$ cat src/design/ssidf_pkg.sv
// Shared types, constants and helpers for the network-name display formatter.
// Used by every module of the block but ssidf_ram; depends on nothing.
`default_nettype none

package ssidf_pkg;

    localparam int COUNT_W = 6;
    localparam int CONT_W  = 2;

    localparam logic [7:0] CONT_MASK  = 8'hC0;
    localparam logic [7:0] CONT_CODE  = 8'h80;
    localparam logic [7:0] LEAD2_MASK = 8'hE0;
    localparam logic [7:0] LEAD2_CODE = 8'hC0;
    localparam logic [7:0] LEAD3_MASK = 8'hF0;
    localparam logic [7:0] LEAD3_CODE = 8'hE0;
    localparam logic [7:0] LEAD4_MASK = 8'hF8;
    localparam logic [7:0] LEAD4_CODE = 8'hF0;
    localparam logic [7:0] ASCII_TOP  = 8'h80;

    localparam logic [7:0] QUOTE_CHAR = 8'h22;
    localparam logic [7:0] NULL_CHAR  = 8'h00;

    localparam logic [CONT_W-1:0] CONT_NONE  = 2'd0;
    localparam logic [CONT_W-1:0] CONT_ONE   = 2'd1;
    localparam logic [CONT_W-1:0] CONT_TWO   = 2'd2;
    localparam logic [CONT_W-1:0] CONT_THREE = 2'd3;

    localparam int QUEUE_DEPTH = 2;
    localparam int QUEUE_AW    = 1;
    localparam int QUEUE_CW    = 2;

    typedef struct packed {
        logic [7:0] byte_value;
        logic       has_byte;
        logic       last_byte;
    } item_t;

    typedef struct packed {
        logic [7:0] char_value;
        logic       char_valid;
        logic       is_quoted_form;
        logic       truncated;
        logic       last_char;
    } result_t;

    typedef struct packed {
        logic [COUNT_W-1:0] byte_count;
        logic               malformed;
        logic               overflowed;
    } cmd_t;

    typedef enum logic [2:0] {
        BK_IDLE,
        BK_EMPTY,
        BK_OPEN,
        BK_TEXT,
        BK_CLOSE,
        BK_HEX_FETCH,
        BK_HEX_HI,
        BK_HEX_LO
    } back_state_t;

    function automatic logic [7:0] hex_char(input logic [3:0] nibble);
        logic [7:0] ch;
        if (nibble < 4'd10)
            ch = 8'h30 + {4'd0, nibble};
        else
            ch = 8'h57 + {4'd0, nibble};
        return ch;
    endfunction

endpackage

`default_nettype wire

$ cat src/design/ssidf_ram.sv
// Generic single-write, single-read RAM with registered read data.
// Stand-alone; no package dependency.
`default_nettype none

module ssidf_ram #(
    parameter int WIDTH = 8,
    parameter int DEPTH = 32,
    parameter int AW    = 5
) (
    input  wire logic             clk,
    input  wire logic             wr_en,
    input  wire logic [AW-1:0]    wr_addr,
    input  wire logic [WIDTH-1:0] wr_data,
    input  wire logic [AW-1:0]    rd_addr,
    output logic      [WIDTH-1:0] rd_data
);

    logic [WIDTH-1:0] mem [DEPTH];

    always_ff @(posedge clk)
    begin
        if (wr_en)
            mem[wr_addr] <= wr_data;
        rd_data <= mem[rd_addr];
    end

endmodule

`default_nettype wire

$ cat src/design/ssidf_cmd_queue.sv
// Short command queue between the front and back parts.
// Depends on ssidf_pkg for the command type and queue sizes.
`default_nettype none

module ssidf_cmd_queue (
    input  wire logic           clk,
    input  wire logic           rst_n,
    input  wire logic           push,
    input  wire ssidf_pkg::cmd_t push_cmd,
    input  wire logic           pop,
    output ssidf_pkg::cmd_t     head,
    output logic                not_empty,
    output logic                full
);

    ssidf_pkg::cmd_t                     entry_reg [ssidf_pkg::QUEUE_DEPTH];
    logic [ssidf_pkg::QUEUE_AW-1:0]      wr_ptr_reg, wr_ptr_next;
    logic [ssidf_pkg::QUEUE_AW-1:0]      rd_ptr_reg, rd_ptr_next;
    logic [ssidf_pkg::QUEUE_CW-1:0]      count_reg, count_next;
    logic                                do_push, do_pop;

    assign not_empty = (count_reg != '0);
    assign full      = (count_reg == ssidf_pkg::QUEUE_CW'(ssidf_pkg::QUEUE_DEPTH));
    assign head      = entry_reg[rd_ptr_reg];
    assign do_push   = push && !full;
    assign do_pop    = pop && not_empty;

    always_comb
    begin
        wr_ptr_next = wr_ptr_reg;
        rd_ptr_next = rd_ptr_reg;
        count_next  = count_reg;
        if (do_push)
            wr_ptr_next = wr_ptr_reg + 1'b1;
        if (do_pop)
            rd_ptr_next = rd_ptr_reg + 1'b1;
        if (do_push && !do_pop)
            count_next = count_reg + 1'b1;
        else if (!do_push && do_pop)
            count_next = count_reg - 1'b1;
    end

    always_ff @(posedge clk or negedge rst_n)
    begin
        if (!rst_n)
        begin
            wr_ptr_reg <= '0;
            rd_ptr_reg <= '0;
            count_reg  <= '0;
        end
        else
        begin
            wr_ptr_reg <= wr_ptr_next;
            rd_ptr_reg <= rd_ptr_next;
            count_reg  <= count_next;
        end
    end

    always_ff @(posedge clk)
    begin
        if (do_push)
            entry_reg[wr_ptr_reg] <= push_cmd;
    end

endmodule

`default_nettype wire

$ cat src/design/ssidf_front.sv
// Front part: accepts name bytes, writes them to the store, checks UTF-8
// structure and queues an emit command at the last byte. Depends on ssidf_pkg.
`default_nettype none

module ssidf_front #(
    parameter int MAX_NAME_BYTES = 32,
    parameter int AW             = 5
) (
    input  wire logic           clk,
    input  wire logic           rst_n,
    input  wire logic           accept,
    input  wire ssidf_pkg::item_t item,
    output logic                wr_en,
    output logic [AW-1:0]       wr_addr,
    output logic [7:0]          wr_data,
    output logic                push,
    output ssidf_pkg::cmd_t     push_cmd
);

    logic [ssidf_pkg::COUNT_W-1:0] count_reg, count_next;
    logic [ssidf_pkg::CONT_W-1:0]  cont_reg, cont_next;
    logic                          malformed_reg, malformed_next;
    logic                          overflowed_reg, overflowed_next;
    logic                          room;
    logic [7:0]                    b;

    assign b       = item.byte_value;
    assign room    = (count_reg < ssidf_pkg::COUNT_W'(MAX_NAME_BYTES));
    assign wr_en   = accept && item.has_byte && room;
    assign wr_addr = count_reg[AW-1:0];
    assign wr_data = b;

    always_comb
    begin
        count_next      = count_reg;
        cont_next       = cont_reg;
        malformed_next  = malformed_reg;
        overflowed_next = overflowed_reg;
        push            = 1'b0;
        push_cmd        = '0;

        if (accept && item.has_byte)
        begin
            if (!room)
                overflowed_next = 1'b1;
            else
            begin
                count_next = count_reg + 1'b1;
                if (cont_reg != ssidf_pkg::CONT_NONE)
                begin
                    if ((b & ssidf_pkg::CONT_MASK) == ssidf_pkg::CONT_CODE)
                        cont_next = cont_reg - 1'b1;
                    else
                    begin
                        malformed_next = 1'b1;
                        cont_next      = ssidf_pkg::CONT_NONE;
                    end
                end
                else if (b < ssidf_pkg::ASCII_TOP)
                    cont_next = ssidf_pkg::CONT_NONE;
                else if ((b & ssidf_pkg::LEAD2_MASK) == ssidf_pkg::LEAD2_CODE)
                    cont_next = ssidf_pkg::CONT_ONE;
                else if ((b & ssidf_pkg::LEAD3_MASK) == ssidf_pkg::LEAD3_CODE)
                    cont_next = ssidf_pkg::CONT_TWO;
                else if ((b & ssidf_pkg::LEAD4_MASK) == ssidf_pkg::LEAD4_CODE)
                    cont_next = ssidf_pkg::CONT_THREE;
                else
                    malformed_next = 1'b1;
            end
        end

        if (accept && item.last_byte)
        begin
            push                = 1'b1;
            push_cmd.byte_count = count_next;
            push_cmd.malformed  = malformed_next || (cont_next != ssidf_pkg::CONT_NONE);
            push_cmd.overflowed = overflowed_next;
            count_next          = '0;
            cont_next           = ssidf_pkg::CONT_NONE;
            malformed_next      = 1'b0;
            overflowed_next     = 1'b0;
        end
    end

    always_ff @(posedge clk or negedge rst_n)
    begin
        if (!rst_n)
        begin
            count_reg      <= '0;
            cont_reg       <= ssidf_pkg::CONT_NONE;
            malformed_reg  <= 1'b0;
            overflowed_reg <= 1'b0;
        end
        else
        begin
            count_reg      <= count_next;
            cont_reg       <= cont_next;
            malformed_reg  <= malformed_next;
            overflowed_reg <= overflowed_next;
        end
    end

endmodule

`default_nettype wire

$ cat src/design/ssidf_back.sv
// Back part: takes emit commands from the queue, walks the store and drives
// the registered result port. Depends on ssidf_pkg.
`default_nettype none

module ssidf_back #(
    parameter int AW = 5
) (
    input  wire logic           clk,
    input  wire logic           rst_n,
    input  wire ssidf_pkg::cmd_t head,
    input  wire logic           not_empty,
    output logic                pop,
    output logic                active,
    output logic [AW-1:0]       rd_addr,
    input  wire logic [7:0]     rd_data,
    output logic                strobe,
    output ssidf_pkg::result_t  result
);

    ssidf_pkg::back_state_t        state_reg, state_next;
    ssidf_pkg::cmd_t               cmd_reg, cmd_next;
    logic [ssidf_pkg::COUNT_W-1:0] idx_reg, idx_next;
    logic [7:0]                    byte_reg, byte_next;
    logic                          strobe_reg, strobe_next;
    ssidf_pkg::result_t            result_reg, result_next;
    logic                          at_end;

    assign active  = (state_reg != ssidf_pkg::BK_IDLE);
    assign rd_addr = idx_reg[AW-1:0];
    assign strobe  = strobe_reg;
    assign result  = result_reg;
    assign at_end  = (idx_reg == cmd_reg.byte_count);

    always_ff @(posedge clk or negedge rst_n)
    begin
        if (!rst_n)
        begin
            state_reg  <= ssidf_pkg::BK_IDLE;
            strobe_reg <= 1'b0;
        end
        else
        begin
            state_reg  <= state_next;
            strobe_reg <= strobe_next;
        end
    end

    always_ff @(posedge clk)
    begin
        cmd_reg    <= cmd_next;
        idx_reg    <= idx_next;
        byte_reg   <= byte_next;
        result_reg <= result_next;
    end

    always_comb
    begin
        state_next  = state_reg;
        cmd_next    = cmd_reg;
        idx_next    = idx_reg;
        byte_next   = byte_reg;
        strobe_next = 1'b0;
        result_next = result_reg;
        pop         = 1'b0;

        result_next.truncated = cmd_reg.overflowed;

        unique case (state_reg)
            ssidf_pkg::BK_IDLE:
            begin
                if (not_empty)
                begin
                    pop      = 1'b1;
                    cmd_next = head;
                    idx_next = '0;
                    if (head.byte_count == '0)
                        state_next = ssidf_pkg::BK_EMPTY;
                    else if (!head.malformed)
                        state_next = ssidf_pkg::BK_OPEN;
                    else
                        state_next = ssidf_pkg::BK_HEX_FETCH;
                end
            end

            ssidf_pkg::BK_EMPTY:
            begin
                strobe_next                = 1'b1;
                result_next.char_value     = ssidf_pkg::NULL_CHAR;
                result_next.char_valid     = 1'b0;
                result_next.is_quoted_form = 1'b0;
                result_next.last_char      = 1'b1;
                state_next                 = ssidf_pkg::BK_IDLE;
            end

            ssidf_pkg::BK_OPEN:
            begin
                strobe_next                = 1'b1;
                result_next.char_value     = ssidf_pkg::QUOTE_CHAR;
                result_next.char_valid     = 1'b1;
                result_next.is_quoted_form = 1'b1;
                result_next.last_char      = 1'b0;
                idx_next                   = idx_reg + 1'b1;
                state_next                 = ssidf_pkg::BK_TEXT;
            end

            ssidf_pkg::BK_TEXT:
            begin
                strobe_next                = 1'b1;
                result_next.char_value     = rd_data;
                result_next.char_valid     = 1'b1;
                result_next.is_quoted_form = 1'b1;
                result_next.last_char      = 1'b0;
                if (at_end)
                    state_next = ssidf_pkg::BK_CLOSE;
                else
                    idx_next = idx_reg + 1'b1;
            end

            ssidf_pkg::BK_CLOSE:
            begin
                strobe_next                = 1'b1;
                result_next.char_value     = ssidf_pkg::QUOTE_CHAR;
                result_next.char_valid     = 1'b1;
                result_next.is_quoted_form = 1'b1;
                result_next.last_char      = 1'b1;
                state_next                 = ssidf_pkg::BK_IDLE;
            end

            ssidf_pkg::BK_HEX_FETCH:
            begin
                idx_next   = idx_reg + 1'b1;
                state_next = ssidf_pkg::BK_HEX_HI;
            end

            ssidf_pkg::BK_HEX_HI:
            begin
                strobe_next                = 1'b1;
                byte_next                  = rd_data;
                result_next.char_value     = ssidf_pkg::hex_char(rd_data[7:4]);
                result_next.char_valid     = 1'b1;
                result_next.is_quoted_form = 1'b0;
                result_next.last_char      = 1'b0;
                state_next                 = ssidf_pkg::BK_HEX_LO;
            end

            ssidf_pkg::BK_HEX_LO:
            begin
                strobe_next                = 1'b1;
                result_next.char_value     = ssidf_pkg::hex_char(byte_reg[3:0]);
                result_next.char_valid     = 1'b1;
                result_next.is_quoted_form = 1'b0;
                result_next.last_char      = at_end;
                if (at_end)
                    state_next = ssidf_pkg::BK_IDLE;
                else
                begin
                    idx_next   = idx_reg + 1'b1;
                    state_next = ssidf_pkg::BK_HEX_HI;
                end
            end

            default:
            begin
                state_next = ssidf_pkg::BK_IDLE;
            end
        endcase
    end

endmodule

`default_nettype wire

$ cat src/design/ssidf_display_formatter_core.sv
// Top level of the network-name display formatter: front, command queue,
// name store and back part. Depends on ssidf_pkg and all ssidf_* modules.
//
// Usage:
//   Drive item with start high; the item transfers at a rising edge where
//   start is high and busy is low. Bytes of a name transfer one per cycle
//   while busy stays low. The item with last_byte high closes the name.
//   From the cycle after that transfer, busy stays high up to the cycle that
//   carries the final result; no new item transfers meanwhile.
//   Results come out one per cycle on result, each marked by strobe for a
//   single cycle; the receiver must take every strobed result.
//   After the last item's transfer, its command passes through the queue,
//   the back part's open or empty state (its fetch and high-nibble states
//   for the hex form) and the result register. A quoted name of n bytes
//   gives n+2 results, a hex name 2n results, an empty name one result, all
//   in back-to-back cycles; the store's registered read port paces the walk.
//   Bytes beyond MAX_NAME_BYTES are dropped and flagged as truncated.
//   Reset clears the counters, the checker, the queue and the strobe; the
//   store contents stay undefined until written.
`default_nettype none

module ssid_display_formatter_core #(
    parameter int MAX_NAME_BYTES = 32
) (
    input  wire logic           clk,
    input  wire logic           rst_n,
    input  wire logic           start,
    output logic                busy,
    input  wire ssidf_pkg::item_t item,
    output logic                strobe,
    output ssidf_pkg::result_t  result
);

    localparam int AW = (MAX_NAME_BYTES > 1) ? $clog2(MAX_NAME_BYTES) : 1;

    logic              accept;
    logic              wr_en;
    logic [AW-1:0]     wr_addr;
    logic [7:0]        wr_data;
    logic [AW-1:0]     rd_addr;
    logic [7:0]        rd_data;
    logic              push;
    ssidf_pkg::cmd_t   push_cmd;
    logic              pop;
    ssidf_pkg::cmd_t   head;
    logic              not_empty;
    logic              full;
    logic              back_active;

    assign busy   = not_empty || full || back_active;
    assign accept = start && !busy;

    ssidf_front #(
        .MAX_NAME_BYTES (MAX_NAME_BYTES),
        .AW             (AW)
    ) u_front (
        .clk      (clk),
        .rst_n    (rst_n),
        .accept   (accept),
        .item     (item),
        .wr_en    (wr_en),
        .wr_addr  (wr_addr),
        .wr_data  (wr_data),
        .push     (push),
        .push_cmd (push_cmd)
    );

    ssidf_ram #(
        .WIDTH (8),
        .DEPTH (MAX_NAME_BYTES),
        .AW    (AW)
    ) u_store (
        .clk     (clk),
        .wr_en   (wr_en),
        .wr_addr (wr_addr),
        .wr_data (wr_data),
        .rd_addr (rd_addr),
        .rd_data (rd_data)
    );

    ssidf_cmd_queue u_queue (
        .clk       (clk),
        .rst_n     (rst_n),
        .push      (push),
        .push_cmd  (push_cmd),
        .pop       (pop),
        .head      (head),
        .not_empty (not_empty),
        .full      (full)
    );

    ssidf_back #(
        .AW (AW)
    ) u_back (
        .clk       (clk),
        .rst_n     (rst_n),
        .head      (head),
        .not_empty (not_empty),
        .pop       (pop),
        .active    (back_active),
        .rd_addr   (rd_addr),
        .rd_data   (rd_data),
        .strobe    (strobe),
        .result    (result)
    );

endmodule

`default_nettype wire
$ cat config.mk
export PLATFORM = sky130hd
export DESIGN_NAME = ssid_display_formatter_core
export DESIGN_NICKNAME = d
export VERILOG_FILES = /design/src/design/ssidf_pkg.sv /design/src/design/ssidf_ram.sv /design/src/design/ssidf_cmd_queue.sv /design/src/design/ssidf_front.sv /design/src/design/ssidf_back.sv /design/src/design/ssidf_display_formatter_core.sv
export SDC_FILE = /design/constraint.sdc
export NUM_CORES = 1
export LEC_CHECK = 0
export ABC_AREA = 1
export BUFFER_PORTS_ARGS = -buffer_cell sky130_fd_sc_hd__clkbuf_2
export CORE_ASPECT_RATIO = 1.25
export CORE_UTILIZATION = 55
export CTS_BUF_LIST = sky130_fd_sc_hd__clkbuf_16
export CTS_CLUSTER_SIZE = 20
export DETAILED_ROUTE_END_ITERATION = 6
export PLACE_DENSITY = 0.71
export SLEW_MARGIN = 20
export SYNTH_ARGS = -nofsm -noshare
export SYNTH_HDL_FRONTEND = slang
export SYNTH_SLANG_ARGS = --single-unit
$ cat constraint.sdc
create_clock -name clk -period 6.25 [get_ports clk]
set_input_delay 1.25 -clock clk [delete_from_list [all_inputs] [get_ports clk]]
set_output_delay 1.25 -clock clk [all_outputs]
set_load 0.02 [all_outputs]
After elaboration in Yosys (flattened, before gate mapping)

Memory sizes are Yosys's and may differ from the RTL's. A register that Yosys moved wholly into a read port is not among the register bits.
Cells that the tools add are included.

Add/subtract/negate cells: 11
Order comparisons: 4
Equal/unequal tests: 16
Muxes and demuxes: 48
Reduce and logical (&&, ||, !) cells: 34

Operator list:

| operator                                                              | count |
|---|---|
| 10-bit one-hot mux with 5 select lines                                | 1 |
| 6-bit two-way mux                                                     | 5 |
| 8-bit two-way mux                                                     | 3 |
| 2-bit two-way mux                                                     | 11 |
| 3-bit one-hot mux with 7 select lines                                 | 1 |
| 1-bit two-way mux                                                     | 20 |
| 6-bit one-hot mux with 3 select lines                                 | 1 |
| 7-bit by 4-bit adder with 8-bit output, first input constant          | 2 |
| 3-bit equality test, second input constant                            | 5 |
| 3-bit two-way mux                                                     | 5 |
| 6-bit by 4-bit adder with 7-bit output, first input constant          | 2 |
| 6-bit by 1-bit adder with 6-bit output, second input constant         | 2 |
| 3-bit nonzero test                                                    | 3 |
| 1-bit logical AND                                                     | 8 |
| 4-bit < comparator, second input constant                             | 2 |
| 8-bit < comparator, second input constant                             | 1 |
| 2-bit nonzero test                                                    | 4 |
| 2-bit OR reduction                                                    | 4 |
| 3-bit by 2-bit equality test with 1-bit output, second input constant | 2 |
| 6-bit equality test                                                   | 1 |
| 6-bit zero test                                                       | 1 |
| 6-bit < comparator, second input constant                             | 1 |
| 6-bit OR reduction                                                    | 1 |
| 5-bit equality test, second input constant                            | 1 |
| 16 further kinds                                                      | 26 |

Bits in registers: 47
Bits in writable memories: 272
Input bits: 13
Output and inout port bits: 14
Memories kept: 2

Memory list:

| name              | depth | width | read ports | clocked after memory_dff | wr ports | RTL line              | RTL |
|---|---|---|---|---|---|---|---|
| u_store.mem       | 32    | 8     | 1          | 1                        | 1        | ssidf_ram.sv:18       | `logic [WIDTH-1:0] mem [DEPTH];` |
| u_queue.entry_reg | 2     | 8     | 1          | 0                        | 1        | ssidf_cmd_queue.sv:16 | `ssidf_pkg::cmd_t entry_reg [ssidf_pkg::QUEUE_DEPTH];` |

Logic depth before layout (Yosys ltp)

Gate-level depths: netlist (run 1).

Depth in word-level cells: 12
Gate-level depth with buffers: 12
Mapped depth without buffers: 10

Hierarchy

A second synthesis (run 1) with hierarchy kept.

Cells, all modules: 1307
Area, all modules: 14183.6 sq um

By module, submodules not included:

| module                      | instances | cells each | area each (sq um) | sequential area each (sq um) |
|---|---|---|---|---|
| ssidf_ram                   | 1         | 922        | 10786.6           | 7847.5 |
| ssidf_back                  | 1         | 196        | 1757.9            | 960.9 |
| ssidf_cmd_queue             | 1         | 73         | 833.3             | 580.6 |
| ssidf_front                 | 1         | 111        | 779.5             | 250.2 |
| ssid_display_formatter_core | 1         | 5          | 26.3              | 0.0 |

Worst setup path before layout (run 1)

Ideal clock, no wire load.

Path type: input to register
Start point: in item[1] in the netlist's numbering
End point: mem u_store.mem[15][0] (enable)
Setup time: 0.370 ns
Arrival time: 2.049 ns
Path slack: 3.831 ns
Cell stages on the path: 6
Cells stage by stage: nand3_4 > nor2_8 > nand2_4 > inv_2 > nand2_2 > nor3_2

Word-level cells in the longest chain between the ends: 4

RTL lines:

| item                                    | RTL line                           | RTL |
|---|---|---|
| start, declared                         | ssidf_display_formatter_core.sv:29 | `input wire ssidf_pkg::item_t item,` |
| 1-bit logical AND (2 in a row)          | ssidf_front.sv:29                  | `assign wr_en = accept && item.has_byte && room;` |
| 1-bit two-way mux                       | ssidf_ram.sv:22                    | `if (wr_en)` |
| 1-bit two-way mux (not written as such) | ssidf_ram.sv:23                    | `mem[wr_addr] <= wr_data;` |
| end, declared                           | ssidf_ram.sv:18                    |  |

No other way between the ends.

==> impl_metrics.env, run 1 <==
export IMPL_status="finished clean"
export IMPL_initial_core_util_pct=56.0
export IMPL_io_pins=27
export IMPL_cts_sinks=327
export IMPL_cts_hold_buf=0
export IMPL_place_hpwl_mm=18.6
export IMPL_holdWs_ns=0.344
export IMPL_final_cells=1549
export IMPL_synth_nets=1207
export IMPL_power_mw=4.18
export IMPL_cts_root_buf="clkbuf_16"
export IMPL_coreArea_sq_um=24400
export IMPL_largest_reg_flops=256
export IMPL_cts_setup_buffers=0
export IMPL_path_class="reg2reg"
export IMPL_crit_slowest_cell="buf_4"
export IMPL_num_fill_cells=1931
export IMPL_cp_start_kind="flip-flop"
export IMPL_dr_pass1_iters=5
export IMPL_postCtsResizedCells=0
export IMPL_cts_buffers=30
export IMPL_wl_per_cell_microns=19.2
export IMPL_drcViolationCount=0
export IMPL_ant_nets=0
export IMPL_cts_buffer_depth=3
export IMPL_synthAdderAreaFrac_pct=0.823
export IMPL_path_buf_inv=4
export IMPL_cts_max_level=1
export IMPL_crit_family="buffers and inverters"
export IMPL_clkTransAtPathRegs_ns=0.07
export IMPL_cp_cell_sequence="buf_4 -> inv_4 -> buf_4 -> o21ai_0 -> o21ai_0 -> nand2_1 -> nand2_1 -> nor2_1 -> nand2_1 -> nand2_1 -> inv_1"
export IMPL_worst_pin_slew_ns=0.879
export IMPL_postSynthCellCount=1185
export IMPL_ir_drop_mv=0.239
export IMPL_syn_avg_cell_area_sq_um=11.5
export IMPL_end_kind="flip-flop"
export IMPL_grt_pass1_wl_mm=46.5
export IMPL_vias=8834
export IMPL_fin_setup_tns_ns=0
export IMPL_clock_skew_final_ns=0.0149
export IMPL_p_per_area_nw_per_um2=280
export IMPL_overflow=0
export IMPL_regArea_sq_um=9640
export IMPL_dieWidth_microns=143
export IMPL_required_ns=6.70
export IMPL_cts_tree="yes"
export IMPL_crit_path_frequent_cell="nand2_1"
export IMPL_setup_ws_ns=3.31
export IMPL_clk_latency_ns=0.55
export IMPL_slew_viol_final=0
export IMPL_via_per_inst=5.70
export IMPL_yosysSeqAreaShare_pct=70.5
export IMPL_drt_initial_drc_count=818
export IMPL_critPathMaxFanout=86
export IMPL_post_place_ws_ns=3.14
export IMPL_io_buffer_count=26
export IMPL_area_delta_synth_final_pct=9.22
export IMPL_cp_arrival_ns=3.39
export IMPL_hold_violations=0
export IMPL_nNetsFinal=1219
export IMPL_synth_top_family_by_area="simple AND/OR/NAND/NOR gates"
export IMPL_place_inst=1495
export IMPL_drive_above_1_share_pct=7.38
export IMPL_period_minus_slack_ns=2.94
export IMPL_dieArea_sq_um=25500
export IMPL_multi_input_comb_area_sq_um=3440
export IMPL_grt_max_degree=87
export IMPL_placementRows=64
export IMPL_synth_simple_area_share_pct=14.0
export IMPL_cellLeakagePower_nw=5.36
export IMPL_netlist_area_sq_um=13700
export IMPL_grt_pass1_vias=8642
export IMPL_setup_viol=0
export IMPL_muxShareOfSynthArea_pct=0
export IMPL_fmax_mhz=340
export IMPL_synth_compound_area_share_pct=9.77
export IMPL_max_cap_violations=0
export IMPL_synth_warnings=0
export IMPL_drt_total_wl_mm=29.8
export IMPL_diodes=0
export IMPL_synth_xor_area_share_pct=0.576
export IMPL_ys_ff_latch=327
export IMPL_slowest_delay_ns=0.49
export IMPL_fp_dieH_microns=178
export IMPL_hold_class="reg2reg"
export IMPL_rsz0062_at_grt="false"
export IMPL_grt_util_all_layers_pct=24.5
export IMPL_min_period_over_period_pct=47.0
export IMPL_slew_headroom_pct=41.1
export IMPL_gp_congestion=0.877
export IMPL_antenna_found_initial=0
export IMPL_yosysUniqueCellTypes=33
## worst register-to-register path, cell delays in order (launching register included)
cell and delay [ns]:
edfxtp_1 0.32, buf_4 0.49, inv_4 0.48, buf_4 0.44
o21ai_0 0.26, o21ai_0 0.17, nand2_1 0.09, nand2_1 0.06
nor2_1 0.18, nand2_1 0.13, nand2_1 0.16, inv_1 0.05
## path summary, 6_finish.rpt
| check | from | end | slack [ns] | cells after the start |
|---|---|---|---|---|
| min | u_back.cmd_reg[0] | u_back.result[1] | 0.34 | 0 |
| min reg2reg | u_back.cmd_reg[0] | u_back.result[1] | 0.34 | 0 |
| max in group asynchronous | rst_n | u_front.count_reg[1] | 5.26 | 1 |
| max reg2reg | u_back.idx_reg[0] | u_store.rd_data[1] | 3.31 | 11 |
| max | u_back.idx_reg[0] | u_store.rd_data[1] | 3.31 | 11 |
| min in group asynchronous | rst_n | u_queue.rd_ptr_reg | 0.64 | 1 |
## layer usage
metal	wire length (microns)	GRT usage, %	part of all wire (%)	vias up
met4	1130	10.1	3.8	0
li1	-	-	-	4147
met1	11600	30.7	39	4286
met2	15200	42.9	51	324
met3	1780	2.82	6.0	77
met5	0	0	0	-
## through the flow
stage	instance area, sq um	utilization [%]
after detailed placement	14000	57.3
after CTS	14900	61.2
after floorplan	13700	-
after global routing	14900	61.2
after global placement	14000	57.3
final	14900	61.2
## area by class of cell
type	instances	area share, %
sequential	327	64.5
multi-input combinational	723	23.0
clock buffer	32	5.36
tap	330	2.76
inverter	81	2.05
timing repair buffer	34	1.27
clock inverter	22	0.980
## report_power, final
group          total, mW  internal, mW  leakage (nW)  switching, mW
combinational     0.0410       0.00438          1.92         0.0366
clock               1.76         0.997         0.499          0.763
sequential          2.38          2.38          2.95              0
total               4.18          3.38          5.36          0.800
## Yosys cell counts
cell      number  area, sq um
clkbuf_1      24         90.1
nand2_2        1         6.26
nand3_1       38          190
nand4_1        2         12.5
o21ai_2        1         8.76
inv_4          1         6.26
ha_1           9          113
buf_6          3         33.8
o21ai_0      147          736
a31oi_1        1         6.26
xor2_1         7         61.3
o21ai_1       12         60.1
nand3b_1       9         67.6
o22ai_1       19          119
a32oi_1        1         8.76
nor3_2         3         30.0
nor2_8         2         40.0
inv_1         74          278
nor2_1       247          927
o211ai_1      37          278
nand2_1      157          589
nand2_4        2         22.5
nor2_4         1         11.3
nand3_4        1         17.5
buf_4         12         90.1
dfxtp_1        9          180
dfrtp_1       18          450
inv_2          4         15.0
xnor2_1        2         17.5
edfxtp_1     300         9010
clkinv_1       2         7.51
a21oi_1       24          120
buf_2         15         75.1
## kinds of logic (layout without fill, tap and decap cells)
| logic type | Yosys count | count (layout) |
|---|---|---|
| DFF | 327 | 327 |
| and+or+nand+nor | 463 | 463 |
| AOI/OAI and AO/OA | 242 | 242 |
| adders and majority gates | 9 | 9 |
| xor gates and xnor gates | 9 | 9 |
| buffers and inverters | 135 | 169 |
## layout by cell type, fill, tap and decap left out, types with 12 or more instances in the layout
master / synthesis / routed
a21oi_1: 24 / 24
clkbuf_16: 0 / 32
clkbuf_2: 0 / 26
dfrtp_1: 18 / 18
edfxtp_1: 300 / 300
inv_1: 74 / 82
nand2_1: 157 / 157
nand3_1: 38 / 38
nor2_1: 247 / 247
o211ai_1: 37 / 37
o21ai_0: 147 / 147
o21ai_1: 12 / 12
o22ai_1: 19 / 19
(Power assumes the default switching activity.)
==> run 2: changes to the inputs <==
--- a/config.mk
+++ b/config.mk
@@ -5,7 +5,7 @@
 export SDC_FILE = /design/constraint.sdc
 export NUM_CORES = 1
 export LEC_CHECK = 0
-export ABC_AREA = 1
+export ABC_AREA = 0
 export BUFFER_PORTS_ARGS = -buffer_cell sky130_fd_sc_hd__clkbuf_2
 export CORE_ASPECT_RATIO = 1.25
 export CORE_UTILIZATION = 55
==> constraint.sdc (replaced) <==
create_clock -name clk -period 2.75 [get_ports clk]
set_input_delay 0.55 -clock clk [delete_from_list [all_inputs] [get_ports clk]]
set_output_delay 0.55 -clock clk [all_outputs]
set_load 0.02 [all_outputs]
==> run 2 against run 1 <==
Effect of this change: via count shrank 23%; sequential power grew 130%; worst setup slack lost 3.0 ns; total power grew 130%; non-clock buffer count grew 47; highest routed layer unchanged.
==> impl_metrics.env, run 2 <==
export IMPL_place_hpwl_mm=18.2
export IMPL_gp_congestion=0.869
export IMPL_async_reset_ff_share_pct=5.50
export IMPL_io_buffer_count=26
export IMPL_via_per_inst=6.13
export IMPL_initial_core_util_pct=56.5
export IMPL_clk_latency_ns=0.56
export IMPL_slowest_delay_ns=0.48
export IMPL_required_ns=3.03
export IMPL_slew_viol_final=0
export IMPL_drt_initial_drc_count=533
export IMPL_area_delta_synth_final_pct=13.5
export IMPL_fmax_mhz=407
export IMPL_hold_class="reg2reg"
export IMPL_drt_total_wl_mm=27.6
export IMPL_dieWidth_microns=140
export IMPL_synth_warnings=0
export IMPL_critPathMaxFanout=8
export IMPL_cellLeakagePower_nw=4.88
export IMPL_met2_usage_pct=40.3
export IMPL_cts_sinks=327
export IMPL_cts_root_buf="clkbuf_16"
export IMPL_syn_avg_cell_area_sq_um=18.2
export IMPL_power_mw=9.67
export IMPL_io_pins=27
export IMPL_diodes=0
export IMPL_path_class="reg2reg"
export IMPL_cts_buffers=31
export IMPL_dieArea_sq_um=24400
export IMPL_fin_setup_tns_ns=0
export IMPL_netlist_area_sq_um=13100
export IMPL_crit_family="simple AND/OR/NAND/NOR gates"
export IMPL_use_met3_pct=3.39
export IMPL_fp_dieH_microns=174
export IMPL_coreArea_sq_um=23100
export IMPL_clock_skew_final_ns=0.0144
export IMPL_path_buf_inv=1
export IMPL_grt_use_met1_pct=30.1
export IMPL_whs_path_depth=0
export IMPL_synth_top_area_share_pct=69.0
export IMPL_nNetsFinal=819
export IMPL_drive_above_1_share_pct=25.9
export IMPL_largest_reg_flops=256
export IMPL_synth_commonest_cells="edfxtp_1 (300), nor2_1 (66), mux4_2 (64)"
export IMPL_cts_tree="yes"
export IMPL_ys_ff_latch=327
export IMPL_end_kind="flip-flop"
export IMPL_wl_per_cell_microns=24.9
export IMPL_overflow=0
export IMPL_final_cell_mix="edfxtp_1 (300), nor2_1 (66), mux4_2 (64)"
export IMPL_period_minus_slack_ns=2.46
export IMPL_antenna_found_initial=0
export IMPL_ir_drop_mv=0.431
export IMPL_yosysSeqAreaShare_pct=73.9
export IMPL_drcViolationCount=0
export IMPL_placementRows=62
export IMPL_synth_most_common_cell="edfxtp_1"
export IMPL_slew_headroom_pct=42.6
export IMPL_r2r_cells=5
export IMPL_min_period_over_period_pct=89.4
export IMPL_cts_buffer_depth=3
export IMPL_rsz0062_at_grt="false"
export IMPL_busiest_layer="met2"
export IMPL_r2r_end="u_store.mem[22][7]"
export IMPL_max_cap_violations=0
export IMPL_synth_edff_count=300
export IMPL_grt_util_all_layers_pct=23.6
export IMPL_p_per_area_nw_per_um2=653
export IMPL_ant_nets=0
export IMPL_final_common_cell="edfxtp_1"
export IMPL_reg2reg_from="u_back.state_reg[1]"
export IMPL_cp_start_kind="flip-flop"
export IMPL_worst_pin_slew_ns=0.860
export IMPL_postSynthCellCount=719
export IMPL_dr_pass1_iters=4
export IMPL_cp_arrival_ns=2.73
export IMPL_synthTopCellsByArea="edfxtp_1 (69%), mux4_2 (11%), dfrtp_1 (3.5%)"
export IMPL_hold_violations=0
export IMPL_synth_main_ff_cell="edfxtp_1"
export IMPL_synth_area_leader_cell="edfxtp_1"
export IMPL_clkTransAtPathRegs_ns=0.06
export IMPL_postCtsResizedCells=0
export IMPL_num_fill_cells=1574
export IMPL_status="finished clean"
export IMPL_synth_nets=741
export IMPL_yosysUniqueCellTypes=51
export IMPL_cp_cell_sequence="or3_4 -> nor3_4 -> nand2_1 -> nor2_1 -> buf_4"
export IMPL_crit_slowest_cell="nand2_1"
export IMPL_cts_max_level=1
export IMPL_timing_reg2reg_setup_slack_ns=0.29
export IMPL_grt_pass1_wl_mm=42.0
export IMPL_min_to="u_back.result[1]"
export IMPL_hp_start="u_back.cmd_reg[0]"
export IMPL_path_depth=5
export IMPL_vias=6804
export IMPL_grt_max_degree=67
export IMPL_grt_pass1_vias=7017
export IMPL_setup_viol=0
-- run 2: worst max-delay path by stage --
| stage | startpoint | endpoint | slack [ns] |
|---|---|---|---|
| finish | u_back.state_reg[1] | u_store.mem[22][7] | 0.29 |
| global route | u_back.state_reg[1] | u_store.mem[22][1] | 0.27 |
| CTS | u_back.state_reg[1] | busy | 0.34 |
| detailed placement | u_back.state_reg[1] | u_store.mem[18][5] | 0.38 |
| global placement | u_back.state_reg[1] | u_store.mem[18][2] | 0.43 |
| floorplan | u_back.state_reg[0] | u_store.mem[10][0] | 0.64 |
-- run 2: final cells by class --
type / instances / area, sq um / area share [%]
clock buffers: 34 / 851 / 5.74
clock inverters: 24 / 165 / 1.12
inverters: 18 / 67.6 / 0.456
multi-input cells: 338 / 3140 / 21.2
flip-flops and latches: 327 / 9640 / 65.1
well taps: 288 / 360 / 2.43
repair buffers: 81 / 583 / 3.94
-- run 2: layer usage --
metal  vias to the layer above  share of wire (%)  routed length (microns)
met5                         -                  0                        0
met4                         0                3.9                     1070
met3                        63                5.2                     1420
met2                       229                 51                    14100
met1                      3486                 40                    11000
li1                       3026                  -                        -
-- run 2: timing repair --
action,CTS,global route
setup buffers,0,0
endpoints found under the hold margin,18,0
hold buffers,1,0
-- run 2: kinds of logic (layout without fill, tap and decap cells) --
logic type	count (synthesis)	in the layout	synth area share (%)
compound gates	82	82	3.93
xor+xnor	21	21	1.41
simple gates	148	148	5.70
mux	78	78	12.2
flops	327	327	73.9
fa+ha+maj	9	9	0.863
buf+inv	54	157	2.05
-- run 2: worst register-to-register path, stage by stage, from the launching register on --
cell and delay [ns]:
dfrtp_1 0.38, or3_4 0.42, nor3_4 0.36, nand2_1 0.49
nor2_1 0.34, buf_4 0.20
-- run 2: where the power goes --
group | switching (mW) | leakage [nW] | total [mW] | internal [mW]
sequential | 0.00294 | 2.97 | 5.42 | 5.41
combinational | 0.0962 | 1.40 | 0.117 | 0.0212
clock | 1.80 | 0.505 | 4.13 | 2.33
-- run 2: through the flow --
stage | instances | area (sq um) | utilization [%] | worst slack (ns) | hold slack (ns)
global placement | 1051 | 13800 | 59.6 | 0.428 | 0.339
finish | 1110 | 14800 | 64.1 | 0.293 | 0.351
CTS | 1110 | 14800 | 64.1 | 0.337 | 0.332
global route | 1110 | 14800 | 64.1 | 0.266 | 0.352
detailed placement | 1051 | 13800 | 59.6 | 0.378 | 0.345
floorplan | 719 | 13100 | - | 0.637 | 0.254
